**src/hw/rtl/pru_pkg.sv**
```systemverilog
// Shared constants, types and the Paeth predictor for the PNG row unfilter.
`default_nettype none

package pru_pkg;

  localparam int DEF_MAX_ROW_BYTES   = 8192;
  localparam int DEF_MAX_PIXEL_BYTES = 8;

  localparam int CFG_AW = 3;

  // register indexes, taken from paddr[2]
  localparam logic REG_PIXEL_BYTES = 1'b0;
  localparam logic REG_ROW_BYTES   = 1'b1;

  // row filter codes
  localparam logic [2:0] FILT_NONE  = 3'd0;
  localparam logic [2:0] FILT_SUB   = 3'd1;
  localparam logic [2:0] FILT_UP    = 3'd2;
  localparam logic [2:0] FILT_AVG   = 3'd3;
  localparam logic [2:0] FILT_PAETH = 3'd4;

  // one item handed from the control stage to the reconstruction stage
  typedef struct packed {
    logic [2:0] filt;
    logic       first_row;
    logic       a_ok;
    logic       c_ok;
    logic       eor;
    logic       bad;
    logic [7:0] residual;
  } stage_t;

  function automatic logic [7:0] paeth_pick(input logic [7:0] a, input logic [7:0] b,
                                            input logic [7:0] c);
    logic signed [9:0] pa;
    logic signed [9:0] pb;
    logic signed [9:0] pc;
    logic [9:0] da;
    logic [9:0] db;
    logic [9:0] dc;
    // da = |b - c|, db = |a - c|, dc = |a + b - 2c|
    pa = $signed({2'b00, b}) - $signed({2'b00, c});
    pb = $signed({2'b00, a}) - $signed({2'b00, c});
    pc = pa + pb;
    da = pa[9] ? 10'(-pa) : 10'(pa);
    db = pb[9] ? 10'(-pb) : 10'(pb);
    dc = pc[9] ? 10'(-pc) : 10'(pc);
    if (da <= db && da <= dc) begin
      paeth_pick = a;
    end else if (db <= dc) begin
      paeth_pick = b;
    end else begin
      paeth_pick = c;
    end
  endfunction

endpackage

`default_nettype wire

```
**src/hw/rtl/pru_cfg.sv**
```systemverilog
// Configuration registers with APB access and range clamping.
`default_nettype none

module pru_cfg
  import pru_pkg::*;
#(
  parameter int MAX_ROW_BYTES   = DEF_MAX_ROW_BYTES,
  parameter int MAX_PIXEL_BYTES = DEF_MAX_PIXEL_BYTES,
  parameter int CW              = 14
) (
  input  wire logic              clk,
  input  wire logic              rst,
  input  wire logic              psel,
  input  wire logic              penable,
  input  wire logic              pwrite,
  input  wire logic [CFG_AW-1:0] paddr,
  input  wire logic [31:0]       pwdata,
  output logic      [31:0]       prdata,
  output logic                   pready,
  output logic      [3:0]        pb_eff,
  output logic      [CW-1:0]     rb_eff
);

  logic [3:0]  pix_stride;
  logic [13:0] row_bytes;
  logic [CW-1:0] row_x;

  assign pready = 1'b1;

  always_ff @(posedge clk) begin
    if (rst) begin
      pix_stride <= 4'd1;
      row_bytes  <= 14'd1;
    end else if (psel && penable && pwrite) begin
      unique case (paddr[2])
        REG_PIXEL_BYTES: pix_stride <= pwdata[3:0];
        REG_ROW_BYTES:   row_bytes  <= pwdata[13:0];
        default:         ;
      endcase
    end
  end

  always_comb begin
    unique case (paddr[2])
      REG_PIXEL_BYTES: prdata = {28'd0, pix_stride};
      REG_ROW_BYTES:   prdata = {18'd0, row_bytes};
      default:         prdata = 32'd0;
    endcase
  end

  // clamp to the supported ranges
  always_comb begin
    if (pix_stride == 4'd0) begin
      pb_eff = 4'd1;
    end else if (pix_stride > 4'(MAX_PIXEL_BYTES)) begin
      pb_eff = 4'(MAX_PIXEL_BYTES);
    end else begin
      pb_eff = pix_stride;
    end
  end

  assign row_x = CW'(row_bytes);

  always_comb begin
    if (row_x == '0) begin
      rb_eff = CW'(1);
    end else if (row_x > CW'(MAX_ROW_BYTES)) begin
      rb_eff = CW'(MAX_ROW_BYTES);
    end else begin
      rb_eff = row_x;
    end
  end

endmodule

`default_nettype wire

```
**config.mk**
```make
export PLATFORM = sky130hd
export DESIGN_NAME = pru_cfg
export DESIGN_NICKNAME = d
export VERILOG_FILES = /design/src/hw/rtl/pru_pkg.sv /design/src/hw/rtl/pru_cfg.sv
export SDC_FILE = /design/constraint.sdc
export NUM_CORES = 1
export LEC_CHECK = 0
export ABC_AREA = 1
export BUFFER_PORTS_ARGS = -buffer_cell sky130_fd_sc_hd__buf_2
export CAP_MARGIN = 20
export CORE_ASPECT_RATIO = 1.25
export CORE_MARGIN = 1
export CORE_UTILIZATION = 40
export DETAILED_ROUTE_END_ITERATION = 8
export PLACE_DENSITY_LB_ADDON = 0.2
export SYNTH_ARGS = -nofsm -noshare
export SYNTH_HDL_FRONTEND = slang
export SYNTH_SLANG_ARGS = --single-unit
```
**constraint.sdc**
```tcl
create_clock -name clk -period 1.6 [get_ports clk]
set_clock_uncertainty 0.15 [all_clocks]
set_input_delay 0.4 -clock clk [delete_from_list [all_inputs] [get_ports clk]]
set_output_delay 0.4 -clock clk [all_outputs]
set_load 0.03 [all_outputs]
```
==> results.toml <==
[floorplanning]
start_util_pct = 41.7
ioPinCount = 91
core-area_um2 = 2920
dieArea_um2 = 3270
die_h_um = 63.7
dieWidth_um = 51.3
core.rowCount = 22

[detailed_routing]
drt_first_pass_iters = 4
drt-wirelength-per-cell_um = 11.8
drtIter0Drc = 20
viasPerCell = 4.42
post-route-drc-count = 0
drt-total-wl_um = 3510
vias = 1318
postRouteAntennaNets = 0

[placed_design]
dp.cells = 280
placed_area_um2 = 1660
place_hpwl_um = 2050
port_buffers = 51
dpl_worst_slack_ns = -0.139
routabilityCongestion = 0.679

[timing]
rsz0062_at_grt = "true"
fmax_mhz = 487
setup_tns_ns = -5.37
hold_violations = 0
final.period_utilization_pct = 128
fin_crit_ns = 2.06
setup_violations = 18
setup_ws_ns = -0.455
slew_viol_final = 0

[outcome]
status = "complete, but fails checks"
violations = "setup timing"

[pwr]
peakVddDrop_uv = 442
p_per_area_nw_per_um2 = 512
p_leak_nw = 1.13
total_power_w = 0.00112
p_seq_share_pct = 42.5
netSwitchingPower_w = 0.000411
p_clk_share_pct = 21.4
p_sw_share_pct = 36.6
p_int_w = 0.000713
combPwrFrac_pct = 36.1

[layout]
final_nets = 304
drive_above_1_share_pct = 61.8
area_growth_pct = 80.7
final_cells = 298
stdcell_area_um2 = 2200
most-common-layout-cells = "buf_6, nor2_1, buf_4"
n_antenna_cell = 0
mostFrequentLayoutCell = "buf_6"

[cts]
cts_hold_buf = 0
clock-sinks = 18
max-clock-path-buffers = 2
numCtsBuffers = 3
clock_latency_ns = 0.30
cts_tree = "built"
cts_root_buffer = "clkbuf_4"
clkTransAtPathRegs_ns = 0.11
htreeDepth = 1

[setup_path]
startpoint = "row_bytes[6]"
cp-end-kind = "primary output"
required_ns = 1.05
critical_path_class = "flop to primary output"
start_kind = "flop"
worstPathArrival_ns = 1.51
rr_startpoint = "row_bytes[12]"
worstPathMaxFanout = 3

[global_routing]
use_met2_pct = 36.5
use_met1_pct = 21.7
busiest_layer = "met2"
antenna_found_initial = 0
gr-total-overflow = 0
grt_max_degree = 19
grt_pass1_vias = 1127
grt_use_met3_pct = 3.38
grt_usage_pct = 19.9
grt_pass1_wl_um = 4830

[yosys]
yosys.cell_types.count = 18
yosysWarningCount = 0
avgSynthCellArea_um2 = 6.65
ys_seq_area_share_pct = 29.6
ys_ff_latch = 18
synthCells = 183
synthesis.area_um2 = 1220

[worst_hold_path]
hold_path.startpoint = "rst"
hp-class = "input port to flop"

[job]
drv_cap = 0
through the flow:
step	hold slack [ns]	utilization, %
4_1_cts	0.156	67.1
5_1_grt	0.164	75.3
3_5_place_dp	0.355	56.8
3_3_place_gp	0.345	56.8
2_1_floorplan	0.321	-
6_report	0.157	75.3
metal layers:
metal / vias to the layer above / wire, um / part of all wire [%]
li1: 676 / - / -
met1: 595 / 1390 / 40
met2: 42 / 1910 / 54
met3: 5 / 156 / 4.4
met4: 0 / 53 / 1.5
met5: - / 0 / 0
repair_timing:
action | CTS | global route
gates cloned | 0 | 1
endpoints found under the hold margin | 0 | 0
gates resized for setup | 61 | 72
buffers inserted | 10 | 5
setup endpoints to repair | 28 | 30
pin swaps | 3 | 2
synth_stat cells:
cell	number	area, um^2
inv_1	28	105
inv_4	2	12.5
a21oi_2	10	87.6
a21oi_1	4	20.0
nand3_1	2	10.0
nor2_2	9	56.3
nand2_1	22	82.6
dfxtp_1	18	360
nor2_8	1	20.0
o21ai_0	13	65.1
buf_2	3	15.0
o21ai_1	9	45.0
buf_4	20	150
conb_1	2	7.51
buf_6	3	33.8
nand3_2	1	10.0
clkbuf_1	3	11.3
nor2_1	33	124
flip-flops by register name, indices dropped and copies added, names as in the netlist:
signal	count
pix_stride	4
row_bytes	14
logic make-up (layout without fill, tap and decap cells):
logic type,count (synthesis),count (layout),synth area share [%]
AO/OA/AOI/OAI,36,36,17.9
AND/OR/NAND/NOR,68,68,24.9
flip-flops,18,18,29.6
buffers and inverters,59,121,27.0
other,2,19,0.618
final cells by class:
cell class / count / area (um^2)
Multi-Input combinational cell: 123 / 779
Clock buffer: 3 / 22.5
Tap cell: 36 / 45.0
Inverter: 30 / 123
Fill cell: 215 / 721
Sequential cell: 18 / 385
Timing Repair Buffer: 88 / 842
final timing paths:
path | end | slack [ns] | cells after the start
setup / recovery | rb_eff[0] | -0.46 | 7
hold / removal | pix_stride[0] | 0.16 | 3
setup reg to reg | row_bytes[12] | 0.47 | 5
hold reg to reg | row_bytes[3] | 0.39 | 2
power by group through the flow:
stage | registers, W | clock network [W] | logic, W
final | 0.000478 | 0.000240 | 0.000406
after floorplan | 0.000484 | 0 | 0.000253
after detailed placement | 0.000483 | 0 | 0.000311
after global routing | 0.000480 | 0.000263 | 0.000432
after global placement | 0.000483 | 0 | 0.000308
after CTS | 0.000474 | 0.000244 | 0.000363
worst max-delay path, cell delays in order (launching register included):
cell	delay (ns)
dfxtp_2	0.34
nor2_2	0.10
nand2_1	0.07
nor2_2	0.10
nand2_2	0.11
buf_4	0.17
o21ai_2	0.15
buf_6	0.15
Note: power is estimated with default switching activity, not from simulation.
