### src/hw/rtl/pru_pkg.sv
// Shared constants, types and the Paeth predictor for the PNG row unfilter.
`default_nettype none

package pru_pkg;

  localparam int DEF_MAX_ROW_BYTES   = 8192;
  localparam int DEF_MAX_PIXEL_BYTES = 8;

  localparam int CFG_AW = 3;

  // register indexes, taken from paddr[2]
  localparam logic REG_PIXEL_BYTES = 1'b0;
  localparam logic REG_ROW_BYTES   = 1'b1;

  // row filter codes
  localparam logic [2:0] FILT_NONE  = 3'd0;
  localparam logic [2:0] FILT_SUB   = 3'd1;
  localparam logic [2:0] FILT_UP    = 3'd2;
  localparam logic [2:0] FILT_AVG   = 3'd3;
  localparam logic [2:0] FILT_PAETH = 3'd4;

  // one item handed from the control stage to the reconstruction stage
  typedef struct packed {
    logic [2:0] filt;
    logic       first_row;
    logic       a_ok;
    logic       c_ok;
    logic       eor;
    logic       bad;
    logic [7:0] residual;
  } stage_t;

  function automatic logic [7:0] paeth_pick(input logic [7:0] a, input logic [7:0] b,
                                            input logic [7:0] c);
    logic signed [9:0] pa;
    logic signed [9:0] pb;
    logic signed [9:0] pc;
    logic [9:0] da;
    logic [9:0] db;
    logic [9:0] dc;
    // da = |b - c|, db = |a - c|, dc = |a + b - 2c|
    pa = $signed({2'b00, b}) - $signed({2'b00, c});
    pb = $signed({2'b00, a}) - $signed({2'b00, c});
    pc = pa + pb;
    da = pa[9] ? 10'(-pa) : 10'(pa);
    db = pb[9] ? 10'(-pb) : 10'(pb);
    dc = pc[9] ? 10'(-pc) : 10'(pc);
    if (da <= db && da <= dc) begin
      paeth_pick = a;
    end else if (db <= dc) begin
      paeth_pick = b;
    end else begin
      paeth_pick = c;
    end
  endfunction

endpackage

`default_nettype wire

### src/hw/rtl/pru_ctrl.sv
// Row control: type bytes, fault handling, column tracking and line store reads.
`default_nettype none

module pru_ctrl
  import pru_pkg::*;
#(
  parameter int CW = 14,
  parameter int AW = 13
) (
  input  wire logic          clk,
  input  wire logic          rst,
  input  wire logic          s_tvalid,
  output logic               s_tready,
  input  wire logic [7:0]    s_tdata,
  input  wire logic          s_tuser,
  input  wire logic [3:0]    pb_eff,
  input  wire logic [CW-1:0] rb_eff,
  input  wire logic          s1_room,
  output logic               s1_valid,
  output stage_t             s1,
  output logic      [AW-1:0] s1_col,
  output logic               rd_en,
  output logic      [AW-1:0] raddr
);

  logic          faulted;
  logic          awaiting;
  logic          first_row;
  logic [2:0]    row_filter;
  logic [CW-1:0] column;

  logic          accept;
  logic          faulted_e;
  logic          awaiting_e;
  logic          first_e;
  logic [CW-1:0] col_e;
  logic [CW-1:0] col_inc;
  logic          eor;
  logic          a_ok;
  logic          is_data;
  logic          is_bad;

  assign s_tready = !s1_valid || s1_room;
  assign accept   = s_tvalid && s_tready;

  always_comb begin
    faulted_e  = s_tuser ? 1'b0 : faulted;
    awaiting_e = s_tuser || awaiting;
    first_e    = s_tuser || first_row;
    col_e      = s_tuser ? '0 : column;
    col_inc    = col_e + CW'(1);
    eor        = col_inc >= rb_eff;
    a_ok       = col_e >= CW'(pb_eff);
    is_data    = !faulted_e && !awaiting_e;
    is_bad     = !faulted_e && awaiting_e && (s_tdata > {5'd0, FILT_PAETH});
  end

  assign rd_en = accept && is_data;
  assign raddr = col_e[AW-1:0];

  always_ff @(posedge clk) begin
    if (rst) begin
      faulted    <= 1'b0;
      awaiting   <= 1'b1;
      first_row  <= 1'b1;
      row_filter <= FILT_NONE;
      column     <= '0;
    end else if (accept) begin
      faulted   <= faulted_e;
      awaiting  <= awaiting_e;
      first_row <= first_e;
      column    <= col_e;
      if (!faulted_e) begin
        if (awaiting_e) begin
          if (is_bad) begin
            faulted <= 1'b1;
          end else begin
            row_filter <= s_tdata[2:0];
            awaiting   <= 1'b0;
            column     <= '0;
          end
        end else if (eor) begin
          column    <= '0;
          awaiting  <= 1'b1;
          first_row <= 1'b0;
        end else begin
          column <= col_inc;
        end
      end
    end
  end

  always_ff @(posedge clk) begin
    if (rst) begin
      s1_valid <= 1'b0;
    end else if (accept && (is_data || is_bad)) begin
      s1_valid <= 1'b1;
    end else if (s1_room) begin
      s1_valid <= 1'b0;
    end
  end

  always_ff @(posedge clk) begin
    if (accept && (is_data || is_bad)) begin
      s1.filt      <= row_filter;
      s1.first_row <= first_e;
      s1.a_ok      <= a_ok;
      s1.c_ok      <= a_ok && !first_e;
      s1.eor       <= eor;
      s1.bad       <= is_bad;
      s1.residual  <= s_tdata;
      s1_col       <= col_e[AW-1:0];
    end
  end

endmodule

`default_nettype wire

### config.mk
export PLATFORM = sky130hd
export DESIGN_NAME = pru_ctrl
export DESIGN_NICKNAME = d
export VERILOG_FILES = /design/src/hw/rtl/pru_pkg.sv /design/src/hw/rtl/pru_ctrl.sv
export SDC_FILE = /design/constraint.sdc
export NUM_CORES = 1
export LEC_CHECK = 0
export ABC_AREA = 1
export BUFFER_PORTS_ARGS = -buffer_cell sky130_fd_sc_hd__buf_4
export CAP_MARGIN = 20
export CELL_PAD_IN_SITES_DETAIL_PLACEMENT = 2
export CELL_PAD_IN_SITES_GLOBAL_PLACEMENT = 2
export CORE_AREA = 3 3 98 100
export CTS_BUF_LIST = sky130_fd_sc_hd__clkbuf_2
export DETAILED_ROUTE_END_ITERATION = 8
export DIE_AREA = 0 0 101 103
export PLACE_DENSITY = 0.91
export SLEW_MARGIN = 20
export SYNTH_ARGS = -nofsm -noshare
export SYNTH_HDL_FRONTEND = slang
export SYNTH_SLANG_ARGS = --single-unit
### constraint.sdc
create_clock -name clk -period 5 [get_ports clk]
set_input_delay 0.5 -clock clk [delete_from_list [all_inputs] [get_ports clk]]
set_output_delay 0.5 -clock clk [all_outputs]
set_load 0.05 [all_outputs]
==> flow_metrics.py, run 1 <==
metrics = {
    "synth": {
        "async_reset_ff_frac": 0,
        "synth_top_area_share": 0.305,
        "ys_types": 28,
        "synth-edff-count": 29,
        "ys_top_cells_by_area": "edfxtp_1 30%, dfxtp_1 15%, inv_1 9.2%",
        "yosys.area.top_type": "edfxtp_1",
        "synth.area.mux_share": 0,
        "yosys.area_share.simple": 0.251,
        "syn-num-nets": 404,
        "synth_fa_ha_area_frac": 0.0745,
        "syn_area_mm2": 0.00286,
        "syn_inst": 356,
        "yosysMostFrequentCell": "inv_1",
        "synth_compound_area_frac": 0.0937,
        "synth_top_family_by_area": "simple AND/OR/NAND/NOR gates",
        "ys_ff_latch": 50,
        "ys_seq_area_frac": 0.452,
        "synth-xor-area-share": 0.0184,
        "synth_common_cells": "70 x inv_1, 64 x nand2_1, 32 x nand3_1",
        "synth_area_per_cell_um2": 8.02,
        "yosysWarningCount": 0,
        "ys.flop_type": "edfxtp_1",
    },
    "floorplanning": {
        "die_w_um": 101,
        "rows": 34,
        "io_pins": 76,
        "core-area_mm2": 0.00876,
        "initial_core_util": 0.326,
        "fp.dieH_um": 103,
        "die_area_mm2": 0.0104,
    },
    "timing": {
        "holdWs_ps": 201,
        "rsz0062_at_grt": "no",
        "finalCritPeriodShare": 0.656,
        "finalMaxSlewViolations": 0,
        "post-route-min-period_ps": 3280,
        "worst_slew_pin_slew_ps": 1000,
        "setup_slack_ps": 1720,
        "clock_skew_ps": 17.1,
        "fmax_mhz": 305,
        "tns_ps": 0,
        "setup_viol": 0,
        "hold_violations": 0,
        "max_slew_margin": 0.331,
    },
    "worst_setup_path": {
        "criticalPathCategory": "flop to flop",
        "slowest_delay_ps": 510,
        "crit_path_frequent_cell": "nand2_1",
        "cp.required_ps": 5420,
        "startpoint_type": "flop",
        "crit_fanout": 12,
        "crit_arrival_ps": 3700,
        "crit_path_top_delay_cell": "a21oi_2",
        "crit_chain": "inv_1, nor2_1, ha_1, nand3_1, nor2_2, nand2_1, xor2_1, ha_1, nand2_1, inv_1, nand2_1, nand2_1, nand2_1, nand2_1, a21oi_2, nand3_1, a21oi_1",
        "endpoint_kind": "flop",
    },
    "finish": {
        "nets": 479,
        "final_util": 0.407,
        "fillerInstances": 1031,
        "syn2layout_area_growth_pct": 24.9,
        "drive_gt1_frac": 0.238,
        "antenna_cells": 0,
        "design_area_mm2": 0.00357,
    },
    "detailed_routing": {
        "ant_nets": 0,
        "wl_per_cell_um": 18.5,
        "drcViolationCount": 0,
        "wirelength_um": 9970,
        "num_vias": 2701,
        "first_pass_iters": 4,
        "drt_iter0_drc": 120,
        "viasPerCell": 5.00,
    },
    "flow_run": {
        "drv_cap": 0,
    },
    "pwr": {
        "ir_drop_mv": 0.0735,
        "power.density_mw_per_mm2": 261,
        "leakage_nw": 1.75,
    },
    "cts": {
        "cts.sinks": 50,
        "post_cts_buffers": 0,
        "postCtsResizedCells": 0,
        "clk_latency_ps": 470,
        "clk_pin_slew_ps": 270,
        "cts_buffer_depth": 2,
        "cts-root-buf": "clkbuf_2",
        "cts_tree": "built",
        "cts_made_buffers": 5,
        "htree_levels": 2,
        "postCtsHoldBufs": 0,
    },
    "outcome": {
        "outcome": "finished clean",
    },
    "grt": {
        "grt-ovfl-total": 0,
        "grt_max_degree": 31,
        "grt_pass1_vias": 2974,
        "grt_pass1_wl_um": 15800,
        "antenna_found_initial": 0,
        "grtUsageTotal": 0.197,
    },
    "worst_hold_path": {
        "worstHoldPathType": "input pin to flop",
    },
    "place": {
        "placed_cell_area_mm2": 0.00352,
        "gp_congestion": 0.901,
        "pre_cts_ws_ps": 1340,
        "post-dp-hpwl_um": 7940,
        "port_buffers": 75,
    },
}
-- routing by layer --
layer / track usage / up-vias / share of wire
met5: 0 / - / 0
met4: 0.0593 / 0 / 0.013
met3: 0.0223 / 9 / 0.043
met2: 0.379 / 68 / 0.53
met1: 0.229 / 1327 / 0.41
li1: - / 1297 / -
-- power breakdown --
part           switching (mW)  leakage (nW)  internal (mW)
Clock                   0.147        0.0289         0.0345
Sequential             0.0177         0.455          0.470
Combinational           0.185          1.27         0.0747
-- layout make-up --
cell class,count,area [um^2],area share
Sequential cell,50,1290,0.362
Timing Repair Buffer,75,563,0.158
Clock inverter,3,21.3,0.00596
Tap cell,108,135,0.0379
Multi-Input combinational cell,227,1260,0.354
Inverter,72,270,0.0758
Clock buffer,5,25.0,0.00702
-- state kept, by name, indices dropped and copies added (netlist names) --
name / flops
s1: 16
column: 14
s1_col: 13
row_filter: 3
awaiting: 1
faulted: 1
first_row: 1
s1_valid: 1
-- worst max-delay path: cells and delay by family (launching register included) --
kind	cells	cell delay, ps
xor+xnor	1	280
flops	1	440
buf+inv	2	130
compound gates	2	680
simple gates	10	1130
fa+ha+maj	2	570
-- layout by cell type, fill, tap and decap left out --
| master | count |
|---|---|
| clkinvlp_4 | 1 |
| dfxtp_1 | 21 |
| nor2_1 | 31 |
| nand2_4 | 1 |
| o21ai_0 | 23 |
| nor2_4 | 3 |
| clkbuf_2 | 5 |
| a21oi_2 | 1 |
| clkinv_4 | 1 |
| nand3_1 | 32 |
| ha_1 | 17 |
| inv_1 | 70 |
| a211oi_1 | 1 |
| clkinv_2 | 1 |
| edfxtp_1 | 29 |
| nor2_8 | 1 |
| a21oi_4 | 1 |
| nor2_2 | 8 |
| a21oi_1 | 22 |
| a21o_1 | 2 |
| nand2_2 | 1 |
| nand2_1 | 64 |
| xnor2_1 | 1 |
| or2_2 | 1 |
| xor2_1 | 5 |
| nand4_1 | 7 |
| nor4_1 | 3 |
| inv_2 | 2 |
| a31oi_1 | 1 |
| buf_4 | 75 |
| nor3_2 | 1 |
-- path summary, 6_finish.rpt --
kind | end | slack (ps) | cells after the start | from
worst max-delay path | column[9] | 1720 | 17 | column[0]
worst min-delay path | s1[3] | 200 | 1 | s_tdata[3]
worst max register to register | column[9] | 1720 | 17 | column[0]
worst min register to register | s1[13] | 480 | 0 | row_filter[0]
-- logic make-up (layout without fill, tap and decap cells) --
family | Yosys count | in the layout
adder cells (fa/ha/maj) | 17 | 17
AO/OA/AOI/OAI | 51 | 51
flip-flops | 50 | 50
XOR/XNOR | 6 | 6
AND/OR/NAND/NOR | 153 | 153
buffers and inverters | 79 | 155
-- stage by stage --
step                std cells  power (mW)
finish                    540       0.929
global route              540       0.971
CTS                       540       0.934
detailed placement        532       0.758
global placement          532       0.742
floorplan                 356       0.661
No activity file was read; power rests on OpenSTA's default activity.
==> run 2: changes to the inputs <==
- CORE_AREA: 3 3 98 100 -> 3 3 106 108
- DIE_AREA: 0 0 101 103 -> 0 0 109 111
- PLACE_DENSITY: 0.91 -> 0.83
- clock period: 5 -> 2.7 ns (I/O delays scaled with it)
==> run 2 against run 1 <==
Net effect: wire length is 24% higher; via count grew 12%; non-clock buffer count increased by 47; count of clock-buffer cells in the layout did not move; critical path depth fell by 2; maximum frequency up 22%; combinational power up 130%; cell count grew 14%; sequential cell count stayed put; total power rose by 96%; critical endpoint is now column[5]; largest cell class is now multi-input combinational cells; largest power group unchanged.
==> flow_metrics.py, run 2 (synthesis results as in run 1) <==
metrics = {
    "outcome": {
        "outcome": "finished clean",
    },
    "timing": {
        "finalCritPeriodShare": 0.995,
        "hold_violations": 0,
        "clock_skew_ps": 33.1,
        "fmax_mhz": 372,
        "post-route-min-period_ps": 2690,
        "max_slew_margin": 0.584,
        "holdWs_ps": 150,
        "setup_viol": 0,
        "finalMaxSlewViolations": 0,
        "worst_slew_pin_slew_ps": 622,
    },
    "grt": {
        "grt_pass1_vias": 3194,
        "grt_max_degree": 26,
        "grt_pass1_wl_um": 17400,
        "grtUsageTotal": 0.186,
        "antenna_found_initial": 0,
        "grt-ovfl-total": 0,
    },
    "detailed_routing": {
        "drcViolationCount": 0,
        "ant_nets": 0,
        "first_pass_iters": 4,
        "wirelength_um": 12400,
        "num_vias": 3029,
        "drt_iter0_drc": 162,
        "viasPerCell": 4.93,
        "wl_per_cell_um": 20.2,
    },
    "finish": {
        "syn2layout_area_growth_pct": 54.8,
        "final_common_cell": "buf_4",
        "drive_gt1_frac": 0.436,
        "largest_reg_flops": 16,
        "regMostFlops": "s1",
        "reg_top3": "s1 (16), column (14), s1_col (13)",
        "final_cell_mix": "107 x buf_4, 62 x inv_1, 48 x nand2_1",
        "nets": 526,
        "design_area_mm2": 0.00442,
        "antenna_cells": 0,
    },
    "place": {
        "port_buffers": 75,
        "gp_congestion": 0.854,
        "post-dp-hpwl_um": 8210,
        "placed_cell_area_mm2": 0.00376,
    },
    "worst_setup_path": {
        "crit_chain": "buf_6, nand4_1, nor2_4, buf_6, nand4_1, nand2_4, ha_4, a21oi_1, nand2_1, nand2_2, nand2_2, a21oi_4, buf_12, nand3_4, a21oi_2",
        "cp.required_ps": 3130,
        "crit_arrival_ps": 3120,
        "crit_fanout": 6,
        "crit_path_top_delay_cell": "dfxtp_2",
        "criticalPathCategory": "flop to flop",
        "startpoint_type": "flop",
        "reg2reg_depth": 15,
        "slowest_delay_ps": 430,
        "endpoint_kind": "flop",
    },
    "cts": {
        "cts_made_buffers": 5,
        "cts_tree": "built",
        "cts.sinks": 50,
        "cts_buffer_depth": 2,
        "clk_latency_ps": 480,
        "cts-root-buf": "clkbuf_2",
        "htree_levels": 2,
        "clk_pin_slew_ps": 280,
    },
    "flow_run": {
        "drv_cap": 0,
    },
    "worst_hold_path": {
        "min_path_cells": 4,
        "worstHoldPathType": "input pin to flop",
    },
    "pwr": {
        "ir_drop_mv": 0.190,
        "finalPower_mw": 1.83,
        "leakage_nw": 2.02,
        "power.density_mw_per_mm2": 413,
    },
    "floorplanning": {
        "io_pins": 76,
        "die_area_mm2": 0.0121,
        "initial_core_util": 0.277,
        "rows": 37,
        "die_w_um": 109,
        "core-area_mm2": 0.0103,
        "fp.dieH_um": 111,
    },
}
[run 2: worst max-delay path: cells and delay by family (launching register included)]
family                   cells  cell delay, ps
buffers and inverters        3             450
AO/OA/AOI/OAI                3             550
flip-flops                   1             430
AND/OR/NAND/NOR              8             990
adder cells (fa/ha/maj)      1             210
[run 2: through the flow]
step           worst slack (ps)  std cells  setup TNS (ps)  utilization
6_report                   14.1        615               0        0.428
5_1_grt                    -140        615           -1560        0.428
4_1_cts                   -2.67        602           -2.67        0.390
3_5_place_dp               -224        582           -2540        0.364
3_3_place_gp               1.52        582               0        0.364
2_1_floorplan              19.7        356               0            -
[run 2: final timing paths]
check | startpoint | to | slack, ps
min | s1_room | s1_valid | 150
min reg2reg | row_filter[0] | s1[13] | 470
max reg2reg | column[0] | column[5] | 10
max | column[0] | column[5] | 10
[run 2: report_power, final]
part | switching (mW) | internal, mW
logic | 0.394 | 0.201
registers | 0.0353 | 0.872
clock network | 0.264 | 0.0588
[run 2: timing repair]
| action | CTS | global route |
|---|---|---|
| endpoints found under the setup margin | 13 | 17 |
| hold endpoints to repair | 8 | 1 |
| gates cloned | 1 | 0 |
| pin swaps | 11 | 21 |
| hold buffers | 8 | 1 |
| resized for setup | 26 | 63 |
| setup buffers | 3 | 12 |
[run 2: cell type report]
| type | instances | area (um^2) |
|---|---|---|
| timing repair buffer | 122 | 995 |
| multi-input combinational | 227 | 1640 |
| tap | 136 | 170 |
| clock inverter | 3 | 16.3 |
| sequential | 50 | 1300 |
| clock buffer | 5 | 25.0 |
| inverter | 72 | 274 |
| fill | 1137 | 5900 |
[run 2: routing by layer]
metal / vias to the layer above / global-route usage / share of wire
met3: 36 / 0.0245 / 0.047
li1: 1389 / - / -
met5: - / 0 / 0
met2: 108 / 0.339 / 0.52
met1: 1496 / 0.220 / 0.40
met4: 0 / 0.0648 / 0.031
