### src/hw/rtl/pru_pkg.sv
// Shared constants, types and the Paeth predictor for the PNG row unfilter.
`default_nettype none

package pru_pkg;

  localparam int DEF_MAX_ROW_BYTES   = 8192;
  localparam int DEF_MAX_PIXEL_BYTES = 8;

  localparam int CFG_AW = 3;

  // register indexes, taken from paddr[2]
  localparam logic REG_PIXEL_BYTES = 1'b0;
  localparam logic REG_ROW_BYTES   = 1'b1;

  // row filter codes
  localparam logic [2:0] FILT_NONE  = 3'd0;
  localparam logic [2:0] FILT_SUB   = 3'd1;
  localparam logic [2:0] FILT_UP    = 3'd2;
  localparam logic [2:0] FILT_AVG   = 3'd3;
  localparam logic [2:0] FILT_PAETH = 3'd4;

  // one item handed from the control stage to the reconstruction stage
  typedef struct packed {
    logic [2:0] filt;
    logic       first_row;
    logic       a_ok;
    logic       c_ok;
    logic       eor;
    logic       bad;
    logic [7:0] residual;
  } stage_t;

  function automatic logic [7:0] paeth_pick(input logic [7:0] a, input logic [7:0] b,
                                            input logic [7:0] c);
    logic signed [9:0] pa;
    logic signed [9:0] pb;
    logic signed [9:0] pc;
    logic [9:0] da;
    logic [9:0] db;
    logic [9:0] dc;
    // da = |b - c|, db = |a - c|, dc = |a + b - 2c|
    pa = $signed({2'b00, b}) - $signed({2'b00, c});
    pb = $signed({2'b00, a}) - $signed({2'b00, c});
    pc = pa + pb;
    da = pa[9] ? 10'(-pa) : 10'(pa);
    db = pb[9] ? 10'(-pb) : 10'(pb);
    dc = pc[9] ? 10'(-pc) : 10'(pc);
    if (da <= db && da <= dc) begin
      paeth_pick = a;
    end else if (db <= dc) begin
      paeth_pick = b;
    end else begin
      paeth_pick = c;
    end
  endfunction

endpackage

`default_nettype wire

### src/hw/rtl/pru_recon.sv
// Reconstruction stage: neighbor history, predictor, line store update, output register.
`default_nettype none

module pru_recon
  import pru_pkg::*;
#(
  parameter int MAX_PIXEL_BYTES = DEF_MAX_PIXEL_BYTES,
  parameter int AW              = 13
) (
  input  wire logic          clk,
  input  wire logic          rst,
  input  wire logic [3:0]    pb_eff,
  input  wire logic          s1_valid,
  input  wire stage_t        s1,
  input  wire logic [AW-1:0] s1_col,
  input  wire logic [7:0]    rdata,
  output logic               s1_room,
  output logic               wr_en,
  output logic      [AW-1:0] waddr,
  output logic      [7:0]    wdata,
  output logic               m_tvalid,
  input  wire logic          m_tready,
  output logic      [7:0]    m_tdata,
  output logic               m_tlast,
  output logic               m_tuser
);

  localparam int HIW = (MAX_PIXEL_BYTES > 1) ? $clog2(MAX_PIXEL_BYTES) : 1;

  logic [7:0] left_hist  [0:MAX_PIXEL_BYTES-1];
  logic [7:0] above_hist [0:MAX_PIXEL_BYTES-1];

  logic [HIW-1:0] pb_idx;
  logic           advance;
  logic [7:0]     a;
  logic [7:0]     b;
  logic [7:0]     c;
  logic [8:0]     ab_sum;
  logic [7:0]     pred;
  logic [7:0]     y;

  assign s1_room = !m_tvalid || m_tready;
  assign advance = s1_valid && s1_room;
  assign pb_idx  = HIW'(pb_eff - 4'd1);

  always_comb begin
    a      = s1.a_ok ? left_hist[pb_idx] : 8'd0;
    b      = s1.first_row ? 8'd0 : rdata;
    c      = s1.c_ok ? above_hist[pb_idx] : 8'd0;
    ab_sum = {1'b0, a} + {1'b0, b};
    case (s1.filt)
      FILT_SUB:   pred = a;
      FILT_UP:    pred = b;
      FILT_AVG:   pred = ab_sum[8:1];
      FILT_PAETH: pred = paeth_pick(a, b, c);
      default:    pred = 8'd0;
    endcase
    y = s1.residual + pred;
  end

  assign wr_en = advance && !s1.bad;
  assign waddr = s1_col;
  assign wdata = y;

  // newest first; entries past the row start are masked by a_ok / c_ok
  always_ff @(posedge clk) begin
    if (wr_en) begin
      left_hist[0]  <= y;
      above_hist[0] <= b;
      for (int i = 1; i < MAX_PIXEL_BYTES; i++) begin
        left_hist[i]  <= left_hist[i-1];
        above_hist[i] <= above_hist[i-1];
      end
    end
  end

  always_ff @(posedge clk) begin
    if (rst) begin
      m_tvalid <= 1'b0;
    end else if (advance) begin
      m_tvalid <= 1'b1;
    end else if (m_tready) begin
      m_tvalid <= 1'b0;
    end
  end

  always_ff @(posedge clk) begin
    if (advance) begin
      m_tdata <= s1.bad ? 8'd0 : y;
      m_tlast <= s1.bad ? 1'b0 : s1.eor;
      m_tuser <= s1.bad;
    end
  end

endmodule

`default_nettype wire

### config.mk
export PLATFORM = sky130hd
export DESIGN_NAME = pru_recon
export DESIGN_NICKNAME = d
export VERILOG_FILES = /design/src/hw/rtl/pru_pkg.sv /design/src/hw/rtl/pru_recon.sv
export SDC_FILE = /design/constraint.sdc
export NUM_CORES = 1
export LEC_CHECK = 0
export ABC_CLOCK_PERIOD_IN_PS = 11970
export BUFFER_PORTS_ARGS = -buffer_cell sky130_fd_sc_hd__buf_2
export CORE_ASPECT_RATIO = 1.25
export CORE_MARGIN = 2
export CORE_UTILIZATION = 45
export CTS_BUF_LIST = sky130_fd_sc_hd__clkbuf_16
export CTS_CLUSTER_SIZE = 16
export DETAILED_ROUTE_END_ITERATION = 10
export GPL_TIMING_DRIVEN = 0
export SLEW_MARGIN = 20
export SYNTH_ARGS = -nofsm -noshare
export SYNTH_HDL_FRONTEND = slang
export SYNTH_SLANG_ARGS = --single-unit
### constraint.sdc
create_clock -name clk -period 11.97 [get_ports clk]
set_input_delay 0 -clock clk [delete_from_list [all_inputs] [get_ports clk]]
set_output_delay 0 -clock clk [all_outputs]
set_load 0.01 [all_outputs]
==> run summary, run 1 <==
EDFF count, synth = 138
Die Wd = 129 um
Crit Path Max Fanout = 19
Final nets = 933
Crit Path Category = in2out
top-area cell type share of the netlist area = 47.0%
Yosys reg bits = 139
Fmax = 0.0901 GHz
Total GRT Usage = 20.5%
row cnt = 57
via/cell ratio = 5.57
first-pass GRT wire length = 33000 um
Leak = 4.08 nW
Clock Sinks = 139
total CTS buffers = 17
drt first pass iters = 4
Reg clk slew, reported paths = 0.06 ns
Min-Delay Path Class = in2reg
Worst Clk Skew = 0.0181 ns
Final Slew Violations = 0
H-tree levels = 4
Synth Warn # = 0
slowest CP cell = a221oi_1
DP Wirelength = 15800 um
crit path capture type = output pin
DRC viols = 0
Worst EP required = 11.97 ns
Post-synth ARST share = 0%
dominant cells by area after synthesis = edfxtp_1 47%, ha_1 9.9%, mux4_2 7.1%
VDD IR max = 0.000249 V
Ant. Diodes = 0
vias in the first global route = 6402
CTS tree = built
maximum capacitance violations = 0
Worst setup SP type = primary input
count leader, synth = edfxtp_1
total routed wirelength = 20700 um
power density over cell area = 213 nW/um^2
run status = complete, no violations
CP max stage delay = 0.50 ns
root cell of the clock tree = clkbuf_16
Die ar. = 20700 um^2
largest area contributor in the netlist = edfxtp_1
final core occ = 53.1%
initial antenna violation count = 0
period utilisation layout = 92.7%
Final Hold Fails = 0
RSZ-0062 raised after global routing = no
Synth Instances = 726
share of layout cells above drive strength 1 = 21.9%
initial core utilization = 45.6%
synth cell count leaders = 138 x edfxtp_1, 70 x ha_1, 65 x nand2_1
Critical Path AT = 11.09 ns
Die Y = 161 um
Slew headroom = 33.6%
total setup buffers inserted after CTS = 0
largest net degree at the start of global routing = 26
grt total ovfl = 0
later-pin clock latency in the skew report = 0.42 ns
boundary pin count = 79
Iteration-0 DRC Markers = 422
syn_area_per_cell = 12.2 um^2
Routability Congestion = 0.902
Worst Tran Pin Value = 0.987 ns
total core area = 19300 um^2
input/output buffers = 60
Buf+Inv Stages, Crit Path = 10
total number of vias = 6083
register area share after synthesis = 47.2%
Tmin final = 11.09 ns
Netlist cell types = 84
drt wl/cell = 18.9 um
most common flop cell mapped by yosys = edfxtp_1
Crit path max-delay family = compound AO/OA/AOI/OAI gates
Mapped Area = 8820 um^2
post-route ant nets = 0
Post-Place Setup Slack = -0.928 ns
Reg2Reg Setup Slack = 1.94 ns
Longest Clk Path Bufs = 2
P&R area growth vs syn = 16.3%
setup slack after layout = 0.877 ns
final setup violation count = 0
## path summary, 6_finish.rpt
kind / start / to / depth (start not counted)
setup / recovery: pb_eff[0] / wdata[7] / 44
hold / removal: rdata[3] / above_hist[0][3] / 3
setup reg to reg: above_hist[1][1] / m_tdata[7] / 42
hold reg to reg: left_hist[0][3] / left_hist[1][3] / 0
## power by group
part,internal [mW],switching (mW)
combinational,0.462,0.622
clock,0.295,0.225
sequential,0.569,0.0104
## stage by stage
step	instance area [um^2]	instances	TNS [ns]	total power, mW	hold slack [ns]
detailed placement	9600	1058	-2.58	1.65	0.161
floorplan	8830	728	0	1.40	0.0691
global route	10300	1093	0	2.34	0.0333
finish	10300	1093	0	2.18	0.0522
CTS	10200	1093	0	2.18	0.0188
global placement	9460	1053	-2.07	1.60	0.153
## sequential cells by signal (all words and copies together), names as in the netlist
signal / flops
above_hist: 64
left_hist: 64
m_tdata: 8
m_tlast: 1
m_tuser: 1
m_tvalid: 1
## timing repair
action,CTS,global route
hold endpoints to repair,4,0
hold buffers,5,0
gates resized for setup,5,6
setup endpoints to repair,3,2
## layer usage
layer	share of wire (%)	vias to the layer above	global-route usage (%)
met2	52	164	35.7
met5	0	-	0
li1	-	2884	-
met1	42	2997	25.8
met3	3.4	38	2.76
met4	3.0	0	7.86
## cell families after synthesis
kind of cell / Yosys count / synth area share [%]
xor gates and xnor gates: 56 / 6.18
other: 2 / 0.0851
adders and majority gates: 76 / 11.0
AOI/OAI and AO/OA: 139 / 11.9
and+or+nand+nor: 187 / 10.7
buffers and inverters: 87 / 4.37
DFF: 139 / 47.2
muxes: 40 / 8.57
## worst register-to-register path: cells and delay by family (launching register included)
family                     cells  cell delay [ns]
AOI/OAI and AO/OA             23             5.52
adders and majority gates      4             1.09
and+or+nand+nor                7             0.98
buffers and inverters          4             0.83
xor gates and xnor gates       2             0.53
muxes                          2             0.42
DFF                            1             0.39
## cell usage in the layout, fill, tap and decap left out, drive strengths merged, types with 4 or more instances in the layout
master,synthesis,final
edfxtp,138,138
buf,20,83
ha,70,70
nand2,65,65
inv,54,62
nor2,41,41
a21oi,38,38
xnor2,35,35
clkbuf,13,30
mux4,28,28
o21ai,20,20
xor2,19,19
nand2b,16,16
nor2b,15,15
a21o,14,14
o21bai,13,13
nand3,9,9
mux2i,8,8
or3,6,6
nand4,6,6
a211oi,6,6
dlygate4sd3,0,5
o311ai,5,5
nor3,5,5
nor4,5,5
a21boi,5,5
a2111oi,5,5
o41ai,5,5
or2,4,4
conb,2,4
clkinv,0,4
mux2,4,4
o31ai,4,4
## layout make-up
type	count	area, um^2
plain buffers	31	180
clock buffers	17	425
clock inverters	15	155
fillers	1675	9070
inverters	54	203
multi-input cells	502	4320
flip-flops and latches	139	4160
well taps	265	332
repair buffers	70	480
No activity file was read; power rests on OpenSTA's default activity.
==> run 2, diff against run 1 <==
Settings changed: ABC_CLOCK_PERIOD_IN_PS 11970 to 13370.
Clock period 11.97 ns to 13.37 ns, I/O delays scaled along.
==> run summary, run 2 (same netlist as run 1, synthesis figures left out) <==
Die ar. = 20700 um^2 (unchanged)
drt wl/cell = 18.9 um (-0.33%)
Critical Path AT = 12.42 ns (+1.33 ns)
Longest Clk Path Bufs = 2 (unchanged)
total number of vias = 6072 (-0.18%)
Reg clk slew, reported paths = 0.06 ns (about the same)
largest net degree at the start of global routing = 26 (unchanged)
CTS tree = built
P&R area growth vs syn = 16.1%
total CTS buffers = 17 (unchanged)
Design Power = 1.95 mW (-11%)
Ant. Diodes = 0 (unchanged)
input/output buffers = 60 (unchanged)
Most common cell on crit path = ha_1
hold_ws = 0.0406 ns (-0.0116 ns)
RSZ-0062 raised after global routing = no
Die Wd = 129 um (unchanged)
grt total ovfl = 0 (unchanged)
Die Y = 161 um (unchanged)
hold path cells = 3 (unchanged)
Hold Startpoint = rdata[4]
Fmax = 0.0805 GHz
commonest non-fill, non-tap cell in the layout = edfxtp_1
Slew headroom = 32.5% (-1.1 points)
Crit path max-delay family = compound AO/OA/AOI/OAI gates
Reg2Reg Launch Point = above_hist[1][1]
share of layout cells above drive strength 1 = 21.2% (-0.66 points)
maximum capacitance violations = 0 (unchanged)
VDD IR max = 0.000223 V (-11%)
Setup TNS = 0 ns (unchanged)
Iteration-0 DRC Markers = 402 (-4.7%)
via/cell ratio = 5.55 (-0.36%)
Reg2Reg Setup Slack = 2.92 ns (+0.98 ns)
total core area = 19300 um^2 (unchanged)
Buf+Inv Stages, Crit Path = 11 (+1)
cell area after layout = 10200 um^2 (-0.17%)
CP max stage delay = 0.63 ns (+0.13 ns)
area post-placement = 9600 um^2 (unchanged)
Final nets = 935 (+0.21%)
later-pin clock latency in the skew report = 0.42 ns (about the same)
dpl cells = 1058 (unchanged)
top flop regs = above_hist x64, left_hist x64, m_tdata x8
root cell of the clock tree = clkbuf_16
initial core utilization = 45.6% (unchanged)
run status = complete, no violations
Worst Clk Skew = 0.0182 ns (+0.000126 ns)
DP Wirelength = 15800 um (unchanged)
Crit Path Max Fanout = 10 (-9)
Worst Tran Pin Value = 1.00 ns (+0.0170 ns)
initial antenna violation count = 0 (unchanged)
Final Slew Violations = 0 (unchanged)
period utilisation layout = 92.9%
crit path capture type = output pin
post-route ant nets = 0 (unchanged)
Leak = 4.06 nW (-0.27%)
Crit Path Category = in2out
power density over cell area = 191 nW/um^2 (-10%)
total routed wirelength = 20700 um (-0.15%)
Worst EP required = 13.37 ns (+1.40 ns)
area taken by multi-input logic gates = 4300 um^2 (-0.49%)
flip-flop and latch area = 4160 um^2 (unchanged)
first-pass GRT wire length = 32900 um (-0.29%)
Filler Cell Count = 1676 (+0.060%)
row cnt = 57 (unchanged)
most frequent cells in the layout = 138 x edfxtp_1, 70 x ha_1, 65 x nand2_1, 62 x buf_2, 52 x inv_1
Routability Congestion = 0.902 (unchanged)
Final Hold Fails = 0 (unchanged)
vias in the first global route = 6390 (-0.19%)
Worst setup SP type = primary input
final setup violation count = 0 (unchanged)
reg2reg end = left_hist[0][7]
Total GRT Usage = 20.5% (-0.064 points)
WHS Endpoint = above_hist[0][4]
slowest CP cell = a21boi_0
boundary pin count = 79 (unchanged)
DRC viols = 0 (unchanged)
Min-Delay Path Class = in2reg
R2R cell count = 42 (unchanged)
H-tree levels = 4 (unchanged)
non-filler cells, final = 1095 (+0.18%)
Clock Sinks = 139 (unchanged)
drt first pass iters = 7 (+3)
Tmin final = 12.42 ns
## run 2: cell count changes in the layout (fill, tap and decap cells not counted), sizes merged
cell | previous run | this run
buf | 83 | 85
## run 2: worst reg2reg max path: cells and delay by family, from the launching register on
kind,cells,cell delay (ns)
buf+inv,4,0.92
compound gates,23,5.89
xor+xnor,2,0.53
flops,1,0.39
simple gates,7,0.92
mux,2,0.40
fa+ha+maj,4,1.08
## run 2: per-layer routing
layer / track usage [%] / vias up / wire length (um)
li1: - / 2883 / -
met2: 35.5 / 155 / 10800
met3: 2.86 / 36 / 657
met1: 25.6 / 2998 / 8630
met5: 0 / - / 0
met4: 7.91 / 0 / 621
## run 2: how the worst max path moves through the flow
stage	from	to	slack, ns	cells after the start
2_1_floorplan	pb_eff[0]	left_hist[0][7]	3.52	44
3_3_place_gp	pb_eff[0]	left_hist[0][7]	0.61	46
3_5_place_dp	pb_eff[0]	left_hist[0][7]	0.47	46
4_1_cts	pb_eff[0]	wdata[7]	0.44	47
5_1_grt	pb_eff[0]	wdata[7]	0.1	50
6_report	pb_eff[0]	wdata[7]	0.95	47
## run 2: stage by stage
step | worst slack, ns | utilization (%)
5_1_grt | 0.0999 | 53.0
2_1_floorplan | 3.52 | -
6_report | 0.947 | 53.0
4_1_cts | 0.439 | 52.9
3_5_place_dp | 0.472 | 49.7
3_3_place_gp | 0.614 | 49.0
## run 2: area by class of cell
class	count	area share [%]
tap	265	3.24
clock inverter	15	1.52
inverter	54	1.98
timing repair buffer	70	4.69
multi-input combinational	502	42.0
clock buffer	17	4.15
buffer	33	1.80
sequential	139	40.7
## run 2: timing repair
item	CTS	global route
gates resized for setup	0	3
setup buffers	0	0
hold endpoints to repair	4	0
hold buffers	5	0
setup endpoints to repair	0	1
## run 2: power breakdown
group	leakage, nW	switching, mW	internal (mW)
Clock	0.280	0.202	0.264
Sequential	1.30	0.00932	0.509
Combinational	2.48	0.556	0.412
Total	4.06	0.767	1.18
==> run 3, diff against run 2 <==
Settings changed: HOLD_SLACK_MARGIN from default to 0.08.
==> run summary, run 3 (same netlist as run 1, synthesis figures left out) <==
grt total ovfl = 0 (unchanged)
run status = complete, no violations
VDD IR max = 0.000223 V (about the same)
Worst EP required = 13.37 ns (about the same)
Total GRT Usage = 20.6% (+0.099 points)
setup slack after layout = 0.922 ns (-0.0246 ns)
hold path cells = 3 (unchanged)
Longest Clk Path Bufs = 2 (unchanged)
Post-Place Setup Slack = 0.472 ns (unchanged)
via/cell ratio = 5.55 (about the same)
Hold Startpoint = rdata[7]
total routed wirelength = 20800 um (+0.53%)
Die ar. = 20700 um^2 (unchanged)
Reg2Reg Setup Slack = 2.95 ns (+0.03 ns)
row cnt = 57 (unchanged)
largest net degree at the start of global routing = 26 (unchanged)
Fmax = 0.0803 GHz (-0.20%)
Worst Tran Pin Value = 1.00 ns (+0.000915 ns)
post-route ant nets = 0 (unchanged)
first-pass GRT wire length = 33100 um (+0.44%)
Slew headroom = 32.4% (-0.062 points)
Die Wd = 129 um (unchanged)
Tmin final = 12.45 ns (+0.0246 ns)
Reg2Reg Launch Point = above_hist[1][1]
Ant. Diodes = 0 (unchanged)
crit path capture type = output pin
R2R cell count = 42 (unchanged)
power density over cell area = 189 nW/um^2 (-0.63%)
drt wl/cell = 18.9 um (-0.11%)
Leak = 4.10 nW (+0.75%)
Reg clk slew, reported paths = 0.06 ns (about the same)
most frequent cells in the layout = 138 x edfxtp_1, 70 x ha_1, 65 x nand2_1, 62 x buf_2, 52 x inv_1
H-tree levels = 4 (unchanged)
Die Y = 161 um (unchanged)
initial antenna violation count = 0 (unchanged)
Crit Path Category = in2out
WHS Endpoint = above_hist[0][7]
boundary pin count = 79 (unchanged)
Min-Delay Path Class = in2reg
Final nets = 942 (+0.75%)
Worst Clk Skew = 0.0185 ns (+0.000294 ns)
commonest non-fill, non-tap cell in the layout = edfxtp_1
Critical Path AT = 12.45 ns (+0.03 ns)
Worst setup SP type = primary input
CTS tree = built
input/output buffers = 60 (unchanged)
share of layout cells above drive strength 1 = 21.0% (-0.18 points)
cell area after layout = 10300 um^2 (+0.68%)
final setup violation count = 0 (unchanged)
vias in the first global route = 6421 (+0.49%)
root cell of the clock tree = clkbuf_16
Buf+Inv Stages, Crit Path = 11 (unchanged)
total CTS buffers = 17 (unchanged)
Crit Path Max Fanout = 10 (unchanged)
RSZ-0062 raised after global routing = no
later-pin clock latency in the skew report = 0.42 ns (about the same)
hold_ws = 0.114 ns (+0.0736 ns)
Final Slew Violations = 0 (unchanged)
period utilisation layout = 93.1% (+0.18 points)
P&R area growth vs syn = 16.8%
Final Hold Fails = 0 (unchanged)
Crit path max-delay family = compound AO/OA/AOI/OAI gates
reg2reg end = left_hist[0][7]
Clock Sinks = 139 (unchanged)
CP max stage delay = 0.64 ns (about the same)
slowest CP cell = a21boi_0
area post-placement = 9600 um^2 (unchanged)
Routability Congestion = 0.902 (unchanged)
top flop regs = above_hist x64, left_hist x64, m_tdata x8
DP Wirelength = 15800 um (unchanged)
total core area = 19300 um^2 (unchanged)
Design Power = 1.95 mW (about the same)
Setup TNS = 0 ns (unchanged)
drt first pass iters = 7 (unchanged)
initial core utilization = 45.6% (unchanged)
maximum capacitance violations = 0 (unchanged)
Filler Cell Count = 1670 (-0.36%)
Most common cell on crit path = ha_1
total number of vias = 6115 (+0.71%)
DRC viols = 0 (unchanged)
Iteration-0 DRC Markers = 415 (+3.2%)
## run 3: cell count changes in the layout (fill, tap and decap cells not counted), sizes merged
cell         change
dlygate4sd3      +7
## run 3: area by class of cell
| type | instances | area, um^2 | share of cell area (%) |
|---|---|---|---|
| Tap cell | 265 | 332 | 3.22 |
| Buffer | 33 | 184 | 1.78 |
| Timing Repair Buffer | 77 | 551 | 5.34 |
| Clock buffer | 17 | 425 | 4.13 |
| Multi-Input combinational cell | 502 | 4300 | 41.7 |
| Clock inverter | 15 | 155 | 1.51 |
| Inverter | 54 | 203 | 1.97 |
| Sequential cell | 139 | 4160 | 40.4 |
## run 3: power breakdown
| part | total, mW | switching (mW) | internal (mW) |
|---|---|---|---|
| registers | 0.519 | 0.00931 | 0.509 |
| logic | 0.969 | 0.556 | 0.413 |
| clock network | 0.465 | 0.202 | 0.264 |
| total | 1.95 | 0.767 | 1.19 |
## run 3: timing repair
item | CTS | global route
setup endpoints to repair | 0 | 1
setup buffers | 0 | 0
hold endpoints to repair | 17 | 0
resized for setup | 0 | 3
hold buffers | 12 | 0
## run 3: tightest hold or removal path: stages
cell and delay (ns):
buf_2 0.09, nand2b_1 0.07, inv_1 0.20
## run 3: routing by layer
layer,wire [um],global-route usage [%],vias up,part of all wire (%)
met1,8740,25.8,3037,42
met5,0,0,-,0
met3,576,2.86,32,2.8
li1,-,-,2897,-
met4,602,7.91,0,2.9
met2,10900,35.7,149,52
## run 3: worst max path at each step
stage | startpoint | endpoint | cells past startpoint | slack, ns
after CTS | pb_eff[0] | wdata[7] | 47 | 0.44
after global placement | pb_eff[0] | left_hist[0][7] | 46 | 0.61
after global routing | pb_eff[0] | wdata[7] | 50 | 0.1
after floorplan | pb_eff[0] | left_hist[0][7] | 44 | 3.52
final | pb_eff[0] | wdata[7] | 47 | 0.92
after detailed placement | pb_eff[0] | left_hist[0][7] | 46 | 0.47
## run 3: through the flow
step,utilization (%),instances
4_1_cts,53.3,1102
3_5_place_dp,49.7,1058
3_3_place_gp,49.0,1053
5_1_grt,53.3,1102
6_report,53.3,1102
2_1_floorplan,-,728
